**src/hdl/burnt_pancake_sorter_core_assert.svh**
```systemverilog
// Assertion macros for the burnt pancake sorter core.
// Used by the top level; expects clk_i and rst_ni in scope.
`ifndef BURNT_PANCAKE_SORTER_CORE_ASSERT_SVH
`define BURNT_PANCAKE_SORTER_CORE_ASSERT_SVH

// same-cycle implication
`define BPSC_ASSERT_NOW(lbl, ante, cons, msg) \
  lbl: assert property (@(posedge clk_i) disable iff (!rst_ni) (ante) |-> (cons)) \
    else $error(msg);

// next-cycle implication
`define BPSC_ASSERT_NEXT(lbl, ante, cons, msg) \
  lbl: assert property (@(posedge clk_i) disable iff (!rst_ni) (ante) |=> (cons)) \
    else $error(msg);

`endif

```
**src/hdl/bpsc_pkg.sv**
```systemverilog
// Shared types and constants for the burnt pancake sorter core.
// No dependencies.
package bpsc_pkg;

  localparam int DEPTH_DEF = 16;
  localparam int VW_DEF    = 16;
  localparam int VW_MAX    = 32;
  localparam int DEPTH_MAX = 64;
  localparam int IDX_MAXW  = 6;
  localparam int CNT_MAXW  = 7;
  localparam int MOVE_W    = 9;
  localparam logic [MOVE_W-1:0] MOVE_MAX = 9'd511;
  localparam int Q_DEPTH   = 2;
  localparam int OUT_W     = 16;

  // item handed from intake to engine
  typedef struct packed {
    logic [VW_MAX-1:0]   value;
    logic [CNT_MAXW-1:0] height;
    logic [IDX_MAXW-1:0] idx;
    logic                keep;
    logic                last;
    logic                ovf;
  } cmd_t;

  // result item handed from engine to output queue
  typedef struct packed {
    logic [VW_MAX-1:0] value;
    logic [MOVE_W-1:0] moves;
    logic              ovf;
    logic              last;
  } res_t;

  typedef struct packed {
    logic busy;
    logic emitting;
  } stat_t;

  typedef enum logic [3:0] {
    S_IDLE, S_CONT, S_SCAN_RD, S_SCAN_CMP, S_DECIDE,
    S_F_RDLO, S_F_RDHI, S_F_WRLO, S_F_WRHI,
    S_T_RD, S_T_CHK, S_FIX_RD, S_FIX_CHK, S_E_RD, S_E_PUSH
  } state_e;

  typedef enum logic [3:0] {
    C_HCHK, C_NEXTH, C_TURNTOP, C_FLIPH, C_FIXCHK,
    C_FIXTURN, C_FIXBACK, C_FIXNEXT, C_EMIT
  } cont_e;

  typedef enum logic [1:0] {
    T_POS, T_NEG, T_ANY
  } tmode_e;

  function automatic logic [MOVE_W-1:0] sat_inc(input logic [MOVE_W-1:0] m);
    sat_inc = (m == MOVE_MAX) ? m : m + MOVE_W'(1);
  endfunction

endpackage

```
**src/hdl/bpsc_queue.sv**
```systemverilog
// Small FIFO used between intake and engine, and in front of the result port.
// Depends on nothing.
module bpsc_queue #(
  parameter int W = 8,
  parameter int D = 2
) (
  input  logic         clk_i,
  input  logic         rst_ni,
  input  logic         push_i,
  input  logic [W-1:0] data_i,
  output logic         full_o,
  input  logic         pop_i,
  output logic [W-1:0] data_o,
  output logic         empty_o
);
  localparam int PW = (D > 1) ? $clog2(D) : 1;
  localparam int CW = $clog2(D + 1);

  logic [W-1:0]  ent_q [D];
  logic [PW-1:0] wp_q, rp_q;
  logic [CW-1:0] cnt_q;
  logic          do_push, do_pop;

  assign full_o  = (cnt_q == CW'(D));
  assign empty_o = (cnt_q == '0);
  assign data_o  = ent_q[rp_q];
  assign do_push = push_i && !full_o;
  assign do_pop  = pop_i && !empty_o;

  always_ff @(posedge clk_i or negedge rst_ni) begin
    if (!rst_ni) begin
      wp_q  <= '0;
      rp_q  <= '0;
      cnt_q <= '0;
    end else begin
      if (do_push) wp_q <= (wp_q == PW'(D - 1)) ? '0 : wp_q + PW'(1);
      if (do_pop)  rp_q <= (rp_q == PW'(D - 1)) ? '0 : rp_q + PW'(1);
      if (do_push && !do_pop)      cnt_q <= cnt_q + CW'(1);
      else if (do_pop && !do_push) cnt_q <= cnt_q - CW'(1);
    end
  end

  always_ff @(posedge clk_i) begin
    if (do_push) ent_q[wp_q] <= data_i;
  end

endmodule

```
**src/hdl/bpsc_intake.sv**
```systemverilog
// Front end: counts the stack as it loads, flags dropped items, builds commands.
// Depends on bpsc_pkg.
module bpsc_intake #(
  parameter int DEPTH = bpsc_pkg::DEPTH_DEF,
  parameter int VW    = bpsc_pkg::VW_DEF
) (
  input  logic                      clk_i,
  input  logic                      rst_ni,
  input  logic                      take_i,
  input  logic [bpsc_pkg::OUT_W-1:0] value_i,
  input  logic                      last_i,
  output bpsc_pkg::cmd_t            cmd_o
);
  localparam int CW = $clog2(DEPTH + 1);
  localparam int IW = $clog2(DEPTH);

  logic [CW-1:0] cnt_q, cnt_d;
  logic          ovf_q, ovf_d;
  logic          keep;
  logic [VW-1:0] val_w;

  assign keep  = (cnt_q < CW'(DEPTH));
  assign val_w = VW'($unsigned(value_i));

  always_comb begin
    cmd_o        = '0;
    cmd_o.value  = bpsc_pkg::VW_MAX'(val_w);
    cmd_o.idx    = bpsc_pkg::IDX_MAXW'(cnt_q[IW-1:0]);
    cmd_o.height = keep ? bpsc_pkg::CNT_MAXW'(cnt_q + CW'(1)) : bpsc_pkg::CNT_MAXW'(cnt_q);
    cmd_o.keep   = keep;
    cmd_o.last   = last_i;
    cmd_o.ovf    = ovf_q || !keep;
    cnt_d = cnt_q;
    ovf_d = ovf_q;
    if (take_i) begin
      if (last_i) begin
        cnt_d = '0;
        ovf_d = 1'b0;
      end else if (keep) begin
        cnt_d = cnt_q + CW'(1);
      end else begin
        ovf_d = 1'b1;
      end
    end
  end

  always_ff @(posedge clk_i or negedge rst_ni) begin
    if (!rst_ni) begin
      cnt_q <= '0;
      ovf_q <= 1'b0;
    end else begin
      cnt_q <= cnt_d;
      ovf_q <= ovf_d;
    end
  end

endmodule

```
**src/hdl/bpsc_engine.sv**
```systemverilog
// Back end: holds the stack memory and sequences the flips, turns and output.
// Depends on bpsc_pkg.
module bpsc_engine #(
  parameter int DEPTH = bpsc_pkg::DEPTH_DEF,
  parameter int VW    = bpsc_pkg::VW_DEF
) (
  input  logic             clk_i,
  input  logic             rst_ni,
  input  bpsc_pkg::cmd_t   cmd_i,
  input  logic             cmd_empty_i,
  output logic             cmd_pop_o,
  input  logic             res_full_i,
  output logic             res_push_o,
  output bpsc_pkg::res_t   res_o,
  output bpsc_pkg::stat_t  stat_o
);
  localparam int CW = $clog2(DEPTH + 1);
  localparam int IW = $clog2(DEPTH);
  localparam int MW = bpsc_pkg::MOVE_W;

  logic [VW-1:0] mem [DEPTH];
  logic [VW-1:0] rdata_q;

  bpsc_pkg::state_e state_q, state_d;
  bpsc_pkg::cont_e  cont_q, cont_d;
  bpsc_pkg::tmode_e tmode_q, tmode_d;

  logic [CW-1:0] n_q, n_d, h_q, h_d, sc_q, sc_d;
  logic [IW-1:0] i_q, i_d, best_q, best_d, lo_q, lo_d, hi_q, hi_d, k_q, k_d;
  logic [VW-1:0] bmag_q, bmag_d, tmp_q, tmp_d;
  logic [MW-1:0] moves_q, moves_d;
  logic          ovf_q, ovf_d;

  logic          wr_en;
  logic [IW-1:0] wr_addr, rd_addr;
  logic [VW-1:0] wr_data;

  logic [VW-1:0] neg_r, mag_r;
  logic          r_neg, r_pos, t_cond;

  assign neg_r = VW'(0) - rdata_q;
  assign r_neg = rdata_q[VW-1];
  assign r_pos = !rdata_q[VW-1] && (rdata_q != '0);
  assign mag_r = r_neg ? neg_r : rdata_q;

  always_comb begin
    unique case (tmode_q)
      bpsc_pkg::T_POS: t_cond = r_pos;
      bpsc_pkg::T_NEG: t_cond = r_neg;
      bpsc_pkg::T_ANY: t_cond = 1'b1;
      default:         t_cond = 1'b0;
    endcase
  end

  always_comb begin
    state_d = state_q;  cont_d = cont_q;  tmode_d = tmode_q;
    n_d = n_q;  h_d = h_q;  sc_d = sc_q;  i_d = i_q;  best_d = best_q;
    lo_d = lo_q;  hi_d = hi_q;  k_d = k_q;  bmag_d = bmag_q;  tmp_d = tmp_q;
    moves_d = moves_q;  ovf_d = ovf_q;
    wr_en = 1'b0;  wr_addr = '0;  wr_data = '0;  rd_addr = '0;
    cmd_pop_o  = 1'b0;
    res_push_o = 1'b0;
    res_o       = '0;
    res_o.value = bpsc_pkg::VW_MAX'(rdata_q);
    res_o.moves = moves_q;
    res_o.ovf   = ovf_q;
    res_o.last  = (k_q == IW'(n_q - CW'(1)));

    unique case (state_q)
      bpsc_pkg::S_IDLE: begin
        if (!cmd_empty_i) begin
          cmd_pop_o = 1'b1;
          if (cmd_i.keep) begin
            wr_en   = 1'b1;
            wr_addr = cmd_i.idx[IW-1:0];
            wr_data = cmd_i.value[VW-1:0];
          end
          if (cmd_i.last) begin
            n_d     = CW'(cmd_i.height);
            h_d     = CW'(cmd_i.height);
            moves_d = '0;
            ovf_d   = cmd_i.ovf;
            cont_d  = bpsc_pkg::C_HCHK;
            state_d = bpsc_pkg::S_CONT;
          end
        end
      end
      bpsc_pkg::S_CONT: begin
        unique case (cont_q)
          bpsc_pkg::C_HCHK: begin
            if (h_q > CW'(1)) begin
              sc_d = '0;  best_d = '0;  bmag_d = '0;
              state_d = bpsc_pkg::S_SCAN_RD;
            end else begin
              i_d    = IW'(n_q - CW'(1));
              cont_d = bpsc_pkg::C_FIXCHK;
            end
          end
          bpsc_pkg::C_NEXTH: begin
            h_d    = h_q - CW'(1);
            cont_d = bpsc_pkg::C_HCHK;
          end
          bpsc_pkg::C_TURNTOP: begin
            tmode_d = bpsc_pkg::T_POS;
            cont_d  = bpsc_pkg::C_FLIPH;
            state_d = bpsc_pkg::S_T_RD;
          end
          bpsc_pkg::C_FLIPH: begin
            lo_d = '0;  hi_d = IW'(h_q - CW'(1));
            moves_d = bpsc_pkg::sat_inc(moves_q);
            cont_d  = bpsc_pkg::C_NEXTH;
            state_d = bpsc_pkg::S_F_RDLO;
          end
          bpsc_pkg::C_FIXCHK: begin
            if (i_q == '0) begin
              tmode_d = bpsc_pkg::T_NEG;
              cont_d  = bpsc_pkg::C_EMIT;
              state_d = bpsc_pkg::S_T_RD;
            end else begin
              state_d = bpsc_pkg::S_FIX_RD;
            end
          end
          bpsc_pkg::C_FIXTURN: begin
            tmode_d = bpsc_pkg::T_ANY;
            cont_d  = bpsc_pkg::C_FIXBACK;
            state_d = bpsc_pkg::S_T_RD;
          end
          bpsc_pkg::C_FIXBACK: begin
            lo_d = '0;  hi_d = i_q;
            moves_d = bpsc_pkg::sat_inc(moves_q);
            cont_d  = bpsc_pkg::C_FIXNEXT;
            state_d = bpsc_pkg::S_F_RDLO;
          end
          bpsc_pkg::C_FIXNEXT: begin
            i_d    = i_q - IW'(1);
            cont_d = bpsc_pkg::C_FIXCHK;
          end
          bpsc_pkg::C_EMIT: begin
            k_d     = '0;
            state_d = bpsc_pkg::S_E_RD;
          end
          default: state_d = bpsc_pkg::S_IDLE;
        endcase
      end
      bpsc_pkg::S_SCAN_RD: begin
        rd_addr = sc_q[IW-1:0];
        state_d = bpsc_pkg::S_SCAN_CMP;
      end
      bpsc_pkg::S_SCAN_CMP: begin
        // ties go to the deeper index
        if (bmag_q <= mag_r) begin
          best_d = sc_q[IW-1:0];
          bmag_d = mag_r;
        end
        sc_d    = sc_q + CW'(1);
        state_d = (sc_q + CW'(1) == h_q) ? bpsc_pkg::S_DECIDE : bpsc_pkg::S_SCAN_RD;
      end
      bpsc_pkg::S_DECIDE: begin
        if (best_q != IW'(h_q - CW'(1))) begin
          cont_d = bpsc_pkg::C_TURNTOP;
          if (best_q != '0) begin
            lo_d = '0;  hi_d = best_q;
            moves_d = bpsc_pkg::sat_inc(moves_q);
            state_d = bpsc_pkg::S_F_RDLO;
          end else begin
            state_d = bpsc_pkg::S_CONT;
          end
        end else begin
          cont_d  = bpsc_pkg::C_NEXTH;
          state_d = bpsc_pkg::S_CONT;
        end
      end
      bpsc_pkg::S_F_RDLO: begin
        rd_addr = lo_q;
        state_d = (lo_q > hi_q) ? bpsc_pkg::S_CONT : bpsc_pkg::S_F_RDHI;
      end
      bpsc_pkg::S_F_RDHI: begin
        tmp_d = rdata_q;
        if (lo_q == hi_q) begin
          // middle pancake of an odd prefix: negate in place
          wr_en = 1'b1;  wr_addr = lo_q;  wr_data = neg_r;
          state_d = bpsc_pkg::S_CONT;
        end else begin
          rd_addr = hi_q;
          state_d = bpsc_pkg::S_F_WRLO;
        end
      end
      bpsc_pkg::S_F_WRLO: begin
        wr_en = 1'b1;  wr_addr = lo_q;  wr_data = neg_r;
        state_d = bpsc_pkg::S_F_WRHI;
      end
      bpsc_pkg::S_F_WRHI: begin
        wr_en = 1'b1;  wr_addr = hi_q;  wr_data = VW'(0) - tmp_q;
        lo_d = lo_q + IW'(1);
        hi_d = hi_q - IW'(1);
        state_d = bpsc_pkg::S_F_RDLO;
      end
      bpsc_pkg::S_T_RD: begin
        rd_addr = '0;
        state_d = bpsc_pkg::S_T_CHK;
      end
      bpsc_pkg::S_T_CHK: begin
        if (t_cond) begin
          wr_en = 1'b1;  wr_addr = '0;  wr_data = neg_r;
          moves_d = bpsc_pkg::sat_inc(moves_q);
        end
        state_d = bpsc_pkg::S_CONT;
      end
      bpsc_pkg::S_FIX_RD: begin
        rd_addr = i_q;
        state_d = bpsc_pkg::S_FIX_CHK;
      end
      bpsc_pkg::S_FIX_CHK: begin
        if (r_neg) begin
          lo_d = '0;  hi_d = i_q;
          moves_d = bpsc_pkg::sat_inc(moves_q);
          cont_d  = bpsc_pkg::C_FIXTURN;
          state_d = bpsc_pkg::S_F_RDLO;
        end else begin
          cont_d  = bpsc_pkg::C_FIXNEXT;
          state_d = bpsc_pkg::S_CONT;
        end
      end
      bpsc_pkg::S_E_RD: begin
        rd_addr = k_q;
        state_d = bpsc_pkg::S_E_PUSH;
      end
      bpsc_pkg::S_E_PUSH: begin
        rd_addr = k_q;
        if (!res_full_i) begin
          res_push_o = 1'b1;
          if (res_o.last) begin
            state_d = bpsc_pkg::S_IDLE;
          end else begin
            k_d     = k_q + IW'(1);
            state_d = bpsc_pkg::S_E_RD;
          end
        end
      end
      default: state_d = bpsc_pkg::S_IDLE;
    endcase
  end

  assign stat_o.busy     = (state_q != bpsc_pkg::S_IDLE);
  assign stat_o.emitting = (state_q == bpsc_pkg::S_E_RD) || (state_q == bpsc_pkg::S_E_PUSH);

  always_ff @(posedge clk_i or negedge rst_ni) begin
    if (!rst_ni) begin
      state_q <= bpsc_pkg::S_IDLE;
      cont_q  <= bpsc_pkg::C_HCHK;
      tmode_q <= bpsc_pkg::T_POS;
      n_q     <= '0;
      h_q     <= '0;
      sc_q    <= '0;
      i_q     <= '0;
      best_q  <= '0;
      lo_q    <= '0;
      hi_q    <= '0;
      k_q     <= '0;
      moves_q <= '0;
      ovf_q   <= 1'b0;
    end else begin
      state_q <= state_d;
      cont_q  <= cont_d;
      tmode_q <= tmode_d;
      n_q     <= n_d;
      h_q     <= h_d;
      sc_q    <= sc_d;
      i_q     <= i_d;
      best_q  <= best_d;
      lo_q    <= lo_d;
      hi_q    <= hi_d;
      k_q     <= k_d;
      moves_q <= moves_d;
      ovf_q   <= ovf_d;
    end
  end

  always_ff @(posedge clk_i) begin
    bmag_q <= bmag_d;
    tmp_q  <= tmp_d;
  end

  always_ff @(posedge clk_i) begin
    if (wr_en) mem[wr_addr] <= wr_data;
    rdata_q <= mem[rd_addr];
  end

endmodule

```
**src/hdl/burnt_pancake_sorter_core.sv**
```systemverilog
// Top level of the burnt pancake sorter: intake, command queue, engine, result queue.
// Depends on bpsc_pkg, bpsc_intake, bpsc_queue, bpsc_engine and the assert header.
//
//   channel  | handshake          | payload
//   ---------+--------------------+---------------------------------------------
//   items in | push / full        | pancake_value_i, is_last_i
//   results  | pop / empty        | sorted_value_o, move_count_o, was_truncated_o,
//            |                    | last_out_o
//
// Loading takes one item per cycle until the two-entry command queue backs up.
// On the last item the engine sorts in one stack memory with a read and a write
// port (one read and one write a cycle): it scans for the largest magnitude, flips
// a prefix and turns the top pancake as needed, then emits each result in turn.
// Intake keeps filling the command queue during a sort; full rises when it is full.
// Reset (rst_ni low, asynchronous) clears all control; the stack memory is not cleared.
module burnt_pancake_sorter_core #(
  parameter int DEPTH = bpsc_pkg::DEPTH_DEF,
  parameter int VW    = bpsc_pkg::VW_DEF
) (
  input  logic        clk_i,
  input  logic        rst_ni,
  input  logic        push,
  output logic        full,
  input  logic signed [15:0] pancake_value_i,
  input  logic        is_last_i,
  input  logic        pop,
  output logic        empty,
  output logic signed [15:0] sorted_value_o,
  output logic [8:0]  move_count_o,
  output logic        was_truncated_o,
  output logic        last_out_o
);
  `include "burnt_pancake_sorter_core_assert.svh"

  bpsc_pkg::cmd_t  cmd_in, cmd_out;
  bpsc_pkg::res_t  res_in, res_out;
  bpsc_pkg::stat_t stat;
  logic            take;
  logic            cmd_empty, cmd_pop;
  logic            res_full, res_push;

  // an item is taken whenever the command queue has room
  assign take = push && !full;

  bpsc_intake #(.DEPTH(DEPTH), .VW(VW)) u_intake (
    .clk_i   (clk_i),
    .rst_ni  (rst_ni),
    .take_i  (take),
    .value_i (pancake_value_i),
    .last_i  (is_last_i),
    .cmd_o   (cmd_in)
  );

  bpsc_queue #(.W($bits(bpsc_pkg::cmd_t)), .D(bpsc_pkg::Q_DEPTH)) u_cmd_q (
    .clk_i   (clk_i),
    .rst_ni  (rst_ni),
    .push_i  (push),
    .data_i  (cmd_in),
    .full_o  (full),
    .pop_i   (cmd_pop),
    .data_o  (cmd_out),
    .empty_o (cmd_empty)
  );

  bpsc_engine #(.DEPTH(DEPTH), .VW(VW)) u_engine (
    .clk_i       (clk_i),
    .rst_ni      (rst_ni),
    .cmd_i       (cmd_out),
    .cmd_empty_i (cmd_empty),
    .cmd_pop_o   (cmd_pop),
    .res_full_i  (res_full),
    .res_push_o  (res_push),
    .res_o       (res_in),
    .stat_o      (stat)
  );

  // two-entry output queue: lets the engine finish a result while one waits
  bpsc_queue #(.W($bits(bpsc_pkg::res_t)), .D(bpsc_pkg::Q_DEPTH)) u_res_q (
    .clk_i   (clk_i),
    .rst_ni  (rst_ni),
    .push_i  (res_push),
    .data_i  (res_in),
    .full_o  (res_full),
    .pop_i   (pop),
    .data_o  (res_out),
    .empty_o (empty)
  );

  // stored bits come out zero-extended from VW to the port width
  assign sorted_value_o  = $signed(16'(res_out.value[VW-1:0]));
  assign move_count_o    = res_out.moves;
  assign was_truncated_o = res_out.ovf;
  assign last_out_o      = res_out.last;

  `BPSC_ASSERT_NOW(a_cmd_pop_ok, cmd_pop, !cmd_empty && !stat.busy, "command popped while busy or empty")
  `BPSC_ASSERT_NOW(a_res_push_ok, res_push, !res_full && stat.emitting, "result pushed out of turn")
  `BPSC_ASSERT_NEXT(a_last_ends, res_push && res_in.last, !stat.busy, "engine busy after last result")

endmodule

```
**config.mk**
```make
export PLATFORM = sky130hd
export DESIGN_NAME = burnt_pancake_sorter_core
export DESIGN_NICKNAME = d
export VERILOG_FILES = /design/src/hdl/bpsc_pkg.sv /design/src/hdl/bpsc_queue.sv /design/src/hdl/bpsc_intake.sv /design/src/hdl/bpsc_engine.sv /design/src/hdl/burnt_pancake_sorter_core.sv
export VERILOG_INCLUDE_DIRS = /design/src /design/src/hdl
export SDC_FILE = /design/constraint.sdc
export NUM_CORES = 1
export LEC_CHECK = 0
export BUFFER_PORTS_ARGS = -buffer_cell sky130_fd_sc_hd__buf_2
export CORE_MARGIN = 5
export CORE_UTILIZATION = 40
export CTS_CLUSTER_SIZE = 12
export DETAILED_ROUTE_END_ITERATION = 7
export SETUP_SLACK_MARGIN = 0.05
export SYNTH_ARGS = -nofsm -noshare
export SYNTH_HDL_FRONTEND = slang
export SYNTH_SLANG_ARGS = --single-unit
```
**constraint.sdc**
```tcl
create_clock -name clk_i -period 11.9 [get_ports clk_i]
set_input_delay 1.785 -clock clk_i [delete_from_list [all_inputs] [get_ports clk_i]]
set_output_delay 1.785 -clock clk_i [all_outputs]
set_load 0.02 [all_outputs]
```
==> results of run 1 <==
[per-layer routing]
layer / track usage (%) / vias up / share of wire (%)
li1: - / 5942 / -
met2: 28.2 / 418 / 45
met1: 26.9 / 6524 / 46
met3: 3.33 / 59 / 6.5
met5: 0 / - / 0
met4: 4.51 / 0 / 2.3
[placed cells by master (no fill, tap or decap), types with 19 or more instances in the layout]
master	n
a21oi_1	33
ha_1	38
inv_1	36
nor3_1	23
nor2_1	76
xor2_1	34
nand3_1	35
buf_2	49
o22ai_1	66
nor2b_1	19
dfrtp_1	67
xnor2_1	37
mux2_2	38
nand2_1	82
o21ai_0	50
edfxtp_1	398
mux2i_1	166
clkbuf_16	51
buf_4	21
[cell type report]
class,instances,area (sq um)
repair buffers,71,423
inverters,36,135
clock inverters,23,145
flip-flops and latches,482,14000
clock buffers,65,1360
multi-input cells,932,6990
fillers,4685,28900
well taps,688,861
[power by group through the flow]
stage          Sequential, mW  Clock (mW)  Combinational (mW)
6_report                 2.61        1.46                1.98
3_3_place_gp             2.63           0                1.96
2_1_floorplan            2.50           0                1.37
5_1_grt                  2.65        1.56                2.17
3_5_place_dp             2.64           0                1.98
4_1_cts                  2.61        1.49                1.99
[registers in the layout, indices dropped and copies added (netlist names), 5 cells and up]
| register | count |
|---|---|
| u_engine.mem | 256 |
| u_cmd_q.ent_q | 56 |
| u_res_q.ent_q | 54 |
| u_engine.bmag_q | 16 |
| u_engine.rdata_q | 16 |
| u_engine.tmp_q | 16 |
| u_engine.moves_q | 9 |
| u_engine.h_q | 5 |
| u_engine.sc_q | 5 |
| u_intake.cnt_q | 5 |
[worst register-to-register path, delay by kind of cell (launching register included)]
kind            cells  cell delay (ps)
simple gates        5             2880
compound gates      1              930
flops               1              660
[how the worst max path moves through the flow]
stage / from / end / slack, ps / depth (start not counted)
after floorplan: u_engine.rdata_q[2]$_DFF_P_ / u_engine.bmag_q[0]$_SDFFCE_PP0P_ / 7560 / 13
after global placement: u_engine.state_q[0]$_DFFE_PN0P_ / u_engine.mem[8][11]$_DFFE_PP_ / 7490 / 6
after detailed placement: u_engine.state_q[0]$_DFFE_PN0P_ / u_engine.mem[9][12]$_DFFE_PP_ / 7120 / 6
after CTS: u_engine.state_q[0]$_DFFE_PN0P_ / u_engine.mem[9][5]$_DFFE_PP_ / 7090 / 6
after global routing: u_engine.state_q[0]$_DFFE_PN0P_ / u_engine.mem[9][11]$_DFFE_PP_ / 6750 / 6
final: u_engine.state_q[0]$_DFFE_PN0P_ / u_engine.mem[9][11]$_DFFE_PP_ / 7040 / 6
[through the flow]
stage / area (sq um) / utilization (%) / power, mW
6_report: 23900 / 45.3 / 6.05
2_1_floorplan: 21400 / - / 3.87
4_1_cts: 23900 / 45.3 / 6.09
3_3_place_gp: 22400 / 42.4 / 4.59
5_1_grt: 23900 / 45.3 / 6.37
3_5_place_dp: 22400 / 42.4 / 4.62
[kinds of logic (layout without fill, tap and decap cells)]
| group | after synthesis | in the layout | share of synthesized area (%) |
|---|---|---|---|
| flip-flops | 482 | 482 | 65.4 |
| adder cells (fa/ha/maj) | 38 | 38 | 2.23 |
| buffers and inverters | 107 | 195 | 2.19 |
| AND/OR/NAND/NOR | 365 | 365 | 8.90 |
| AO/OA/AOI/OAI | 251 | 251 | 8.23 |
| XOR/XNOR | 74 | 74 | 3.23 |
| multiplexers | 204 | 204 | 9.78 |
[cells in the mapped netlist, types with 36 or more instances]
cell type,number,area share [%]
xnor2_1,37,1.5
inv_1,36,0.63
o21ai_0,50,1.2
dfrtp_1,68,8.0
nand2_1,82,1.4
o22ai_1,67,2.0
mux2_2,38,2.0
mux2i_1,166,7.8
ha_1,38,2.2
edfxtp_1,398,56
nor2_1,89,1.6
clkbuf_1,38,0.67
==> flow_metrics.py, run 1 <==
metrics = {
    "sta": {
        "tns_ps": 0,
        "clock-skew-final_ps": 25.6,
        "grt_setup_unrepaired": "no",
        "setup-violations-final": 0,
        "fmax_mhz": 206,
        "period_minus_slack_ps": 4860,
        "relSlewSlack_pct": 22.3,
        "final.period_utilization_pct": 40.8,
        "finalHoldViolCount": 0,
        "postLayoutSetupSlackWorst_ps": 7040,
        "tightest_slew_ps": 1170,
        "hold-worst-slack_ps": 481,
        "timing_max_transition_violations_final": 0,
    },
    "power_and_ir_drop": {
        "pwr-share-clk_pct": 24.2,
        "vdd_ir_drop_max_mv": 0.133,
        "leakage_nw": 9.34,
        "p_switching_mw": 2.21,
        "pwr-share-comb_pct": 32.7,
        "sequentialPowerShare_pct": 43.1,
        "powerDensity_nw_per_um2": 253,
        "power_report.internal_total_mw": 3.84,
        "power_switching_share_pct": 36.5,
    },
    "floorplan": {
        "fp.dieArea_sq_um": 58100,
        "die_x_um": 241,
        "die-height_um": 241,
        "num_rows": 84,
        "boundary_pins": 50,
        "coreArea_sq_um": 52800,
        "initial_utilization_pct": 40.5,
    },
    "logic_synthesis": {
        "syn-cell-area_sq_um": 21400,
        "ys.warnings.count": 0,
        "synthesis.area_per_instance_sq_um": 14.0,
        "yosysSeqAreaShare_pct": 65.4,
        "synth_nets": 1580,
        "postSynth.asyncResetShare_pct": 14.1,
        "synth_edf_count": 398,
        "synth_cell_type_count": 79,
        "ys_seq_elements": 482,
        "netlist_instances": 1521,
        "dominantRegCellSynth": "edfxtp_1",
    },
    "routing": {
        "drt_iter0_markers": 1231,
        "wl_per_cell_um": 23.2,
        "drt-vias-per-instance": 5.63,
        "dr.pass1.iters": 6,
        "drc_errors": 0,
        "drt-total-wl_mm": 53.3,
        "num_vias": 12943,
        "detail-route-antenna-nets": 0,
    },
    "global_routing": {
        "grtUsageTotal_pct": 18.2,
        "antenna_violations_before_repair": 1,
        "gr-total-overflow": 0,
        "global_route_wire_length_before_repair_mm": 80.7,
        "grt_max_degree": 129,
        "vias_in_the_first_global_route": 12805,
    },
    "clock_tree": {
        "tritoncts": "built",
        "worst_setup_hold_path_clk_slew_ps": 60,
        "cts.path.max_buffers": 3,
        "clk-insertion-delay-late_ps": 600,
        "ctsHtreeMaxLevel": 2,
        "cts-buffers-inserted": 51,
        "cts.sink_count": 482,
        "clk_root_buffer_cell": "clkbuf_16",
        "cts-hold-fix-buffers": 0,
        "cts_post_setup_buffers_inserted": 0,
        "cts-resized-gates": 0,
    },
    "worst_setup_path": {
        "critical_path.max_fanout": 28,
        "end_kind": "flip-flop",
        "cpLargestDelayFamily": "simple AND/OR/NAND/NOR gates",
        "worst_setup_path_start_kind": "flip-flop",
        "timing.reg2reg.worst_path_depth": 6,
        "r2r-end": "u_engine.mem[9][11]$_DFFE_PP_",
        "cp_data_arrival_time_ps": 5060,
        "ff2ff_setup_slack_ps": 7040,
        "required_ps": 12100,
        "rr_startpoint": "u_engine.state_q[0]$_DFFE_PN0P_",
        "cp_cell_sequence": "nor2_1, nand2_1, or3_1, o21ai_0, nand2b_1, nor2_2",
        "timing.setup.critical_path_class": "reg -> reg",
        "critical_path.max_stage_delay_ps": 920,
        "path_buf_inv": 0,
        "cp_slowest_cell": "o21ai_0",
    },
    "final_layout": {
        "synthToLayoutAreaGrowth_pct": 11.9,
        "insertedDiodeCount": 0,
        "final_layout_size_suffix_gt1_share_pct": 14.0,
        "final_instance_count_without_filler_cells": 2297,
        "final_net_count": 1633,
    },
    "hold_path": {
        "hold_path_class": "reg -> reg",
        "worst_hold_endpoint": "u_res_q.ent_q[0][1]$_DFFE_PP_",
        "hold_startpoint": "u_engine.ovf_q$_DFFE_PN0P_",
        "cell_depth_of_the_worst_hold_path": 0,
    },
    "placement": {
        "place_congestion": 0.898,
        "detailed_place_hpwl_mm": 36.3,
        "place_worst_setup_slack_ps": 7120,
        "placement.io_buffers": 49,
        "place_inst": 2209,
    },
    "run": {
        "timing.max_cap.violations": 0,
    },
    "outcome": {
        "status": "complete, no violations",
    },
}
(Power assumes the default switching activity.)
==> inputs of run 2 (changes only) <==
- clock period: 11.9 -> 4.1 ns (I/O delays scaled with it)
==> run 2 against run 1 <==
Against the previous run: maximum frequency grew 24%; power grew to 2.9 times the previous value; utilization rose by 0.84 points; register-to-register slack lost 6800 ps; clock-buffer cell count increased by 10; critical endpoint is now u_engine.bmag_q[3]$_SDFFCE_PP0P_; highest routed layer is now met5.
==> flow_metrics.py, run 2 (same netlist as run 1, synthesis figures left out) <==
metrics = {
    "power_and_ir_drop": {
        "powerDensity_nw_per_um2": 725,
        "vdd_ir_drop_max_mv": 0.376,
        "p_total_mw": 17.6,
        "leakage_nw": 9.59,
    },
    "clock_tree": {
        "cts-buffers-inserted": 50,
        "clk_root_buffer_cell": "clkbuf_16",
        "cts.sink_count": 482,
        "ctsHtreeMaxLevel": 2,
        "cts-resized-gates": 0,
        "cts_post_setup_buffers_inserted": 0,
        "tritoncts": "built",
        "clk-insertion-delay-late_ps": 610,
        "worst_setup_hold_path_clk_slew_ps": 60,
        "cts-hold-fix-buffers": 0,
        "cts.path.max_buffers": 3,
    },
    "global_routing": {
        "grtUsageTotal_pct": 18.0,
        "gr-total-overflow": 0,
        "antenna_violations_before_repair": 1,
        "grt_max_degree": 41,
        "global_route_wire_length_before_repair_mm": 79.6,
        "vias_in_the_first_global_route": 12911,
    },
    "routing": {
        "wl_per_cell_um": 22.6,
        "drt-vias-per-instance": 5.56,
        "detail-route-antenna-nets": 0,
        "dr.pass1.iters": 5,
        "num_vias": 13050,
        "drt-total-wl_mm": 53.0,
        "drc_errors": 0,
        "drt_iter0_markers": 994,
    },
    "final_layout": {
        "most-common-layout-cells": "edfxtp_1, mux2i_1, nand2_1",
        "regMostFlops": "u_engine.mem",
        "reg_top3": "u_engine.mem: 256 flops, u_cmd_q.ent_q: 56 flops, u_res_q.ent_q: 54 flops",
        "mostFrequentLayoutCell": "edfxtp_1",
        "final_layout_size_suffix_gt1_share_pct": 16.3,
        "insertedDiodeCount": 0,
        "largest_reg_flops": 256,
        "final_net_count": 1683,
        "utilization_pct": 46.1,
        "synthToLayoutAreaGrowth_pct": 13.9,
    },
    "outcome": {
        "status": "complete, no violations",
    },
    "floorplan": {
        "coreArea_sq_um": 52800,
        "fp.dieArea_sq_um": 58100,
        "num_rows": 84,
        "boundary_pins": 50,
        "die_x_um": 241,
        "initial_utilization_pct": 40.5,
        "die-height_um": 241,
    },
    "sta": {
        "clock-skew-final_ps": 32.5,
        "setup-violations-final": 0,
        "final.period_utilization_pct": 95.3,
        "timing_max_transition_violations_final": 0,
        "finalHoldViolCount": 0,
        "grt_setup_unrepaired": "no",
        "period_minus_slack_ps": 3910,
        "tns_ps": 0,
        "tightest_slew_ps": 1360,
        "relSlewSlack_pct": 9.51,
        "fmax_mhz": 256,
    },
    "hold_path": {
        "hold_path_class": "in -> async",
    },
    "worst_setup_path": {
        "worst_setup_path_start_kind": "flip-flop",
        "cp_data_arrival_time_ps": 4200,
        "rr_startpoint": "u_engine.rdata_q[3]$_DFF_P_",
        "timing.setup.critical_path_class": "reg -> reg",
        "timing.reg2reg.worst_path_depth": 12,
        "critical_path.max_fanout": 16,
        "ff2ff_setup_slack_ps": 190,
        "r2r-end": "u_engine.bmag_q[3]$_SDFFCE_PP0P_",
        "end_kind": "flip-flop",
        "required_ps": 4390,
    },
    "placement": {
        "placement.io_buffers": 49,
        "detailed_place_hpwl_mm": 34.4,
        "place_congestion": 0.907,
    },
    "run": {
        "timing.max_cap.violations": 0,
    },
}
-- run 2: cell count changes in the layout (fill, tap and decap cells not counted), moves of 3 or more --
cell / previous run / this run
buf_4: 21 / 68
clkbuf_1: 11 / 23
clkinv_1: 11 / 3
buf_12: 1 / 5
clkinv_2: 9 / 6
o221ai_1: 4 / 7
o221ai_2: 13 / 10
-- run 2: how the worst max path moves through the flow --
| stage | cells after the start | startpoint | endpoint |
|---|---|---|---|
| finish | 12 | u_engine.rdata_q[3]$_DFF_P_ | u_engine.bmag_q[3]$_SDFFCE_PP0P_ |
| global route | 12 | u_engine.rdata_q[3]$_DFF_P_ | u_engine.bmag_q[3]$_SDFFCE_PP0P_ |
| CTS | 12 | u_engine.rdata_q[3]$_DFF_P_ | u_engine.bmag_q[3]$_SDFFCE_PP0P_ |
| detailed placement | 12 | u_engine.rdata_q[3]$_DFF_P_ | u_engine.bmag_q[13]$_SDFFCE_PP0P_ |
| global placement | 12 | u_engine.rdata_q[3]$_DFF_P_ | u_engine.bmag_q[11]$_SDFFCE_PP0P_ |
| floorplan | 13 | u_engine.rdata_q[2]$_DFF_P_ | u_engine.bmag_q[0]$_SDFFCE_PP0P_ |
-- run 2: worst max-delay path, cell delays in order (launching register included) --
cell	delay, ps
dfxtp_1	310
or3_1	390
or4b_4	580
or4_2	600
nand2_1	120
xor2_1	200
ha_1	270
nand4_1	90
nor3_1	80
o21a_1	140
o41a_1	520
nor2_4	140
buf_12	160
-- run 2: power by group --
group | leakage (nW) | internal (mW) | total [mW] | switching [mW]
Combinational | 4.16 | 2.16 | 5.89 | 3.73
Clock | 0.732 | 2.39 | 4.25 | 1.86
Sequential | 4.70 | 6.77 | 7.49 | 0.717
Total | 9.59 | 11.3 | 17.6 | 6.30
-- run 2: layer usage --
| metal | wire length [um] | track usage (%) |
|---|---|---|
| met1 | 23300 | 24.9 |
| met2 | 25300 | 29.7 |
| met3 | 3110 | 3.39 |
| met4 | 1240 | 4.72 |
| met5 | 13 | 0 |
-- run 2: metrics by stage --
stage | instances | instance area (sq um) | hold WS (ps) | setup slack (ps)
2_1_floorplan | 1521 | 21400 | 319 | 195
3_3_place_gp | 2260 | 22800 | 462 | 276
3_5_place_dp | 2260 | 22800 | 488 | 221
4_1_cts | 2349 | 24300 | 77.4 | 182
5_1_grt | 2349 | 24300 | 121 | 51.7
6_report | 2349 | 24300 | 71.7 | 194
-- run 2: layout make-up --
cell class / count / area, sq um
fillers: 4629 / 28400
flip-flops and latches: 482 / 14000
multi-input cells: 932 / 6980
clock buffers: 75 / 1380
well taps: 688 / 861
repair buffers: 122 / 856
clock inverters: 14 / 148
inverters: 36 / 135
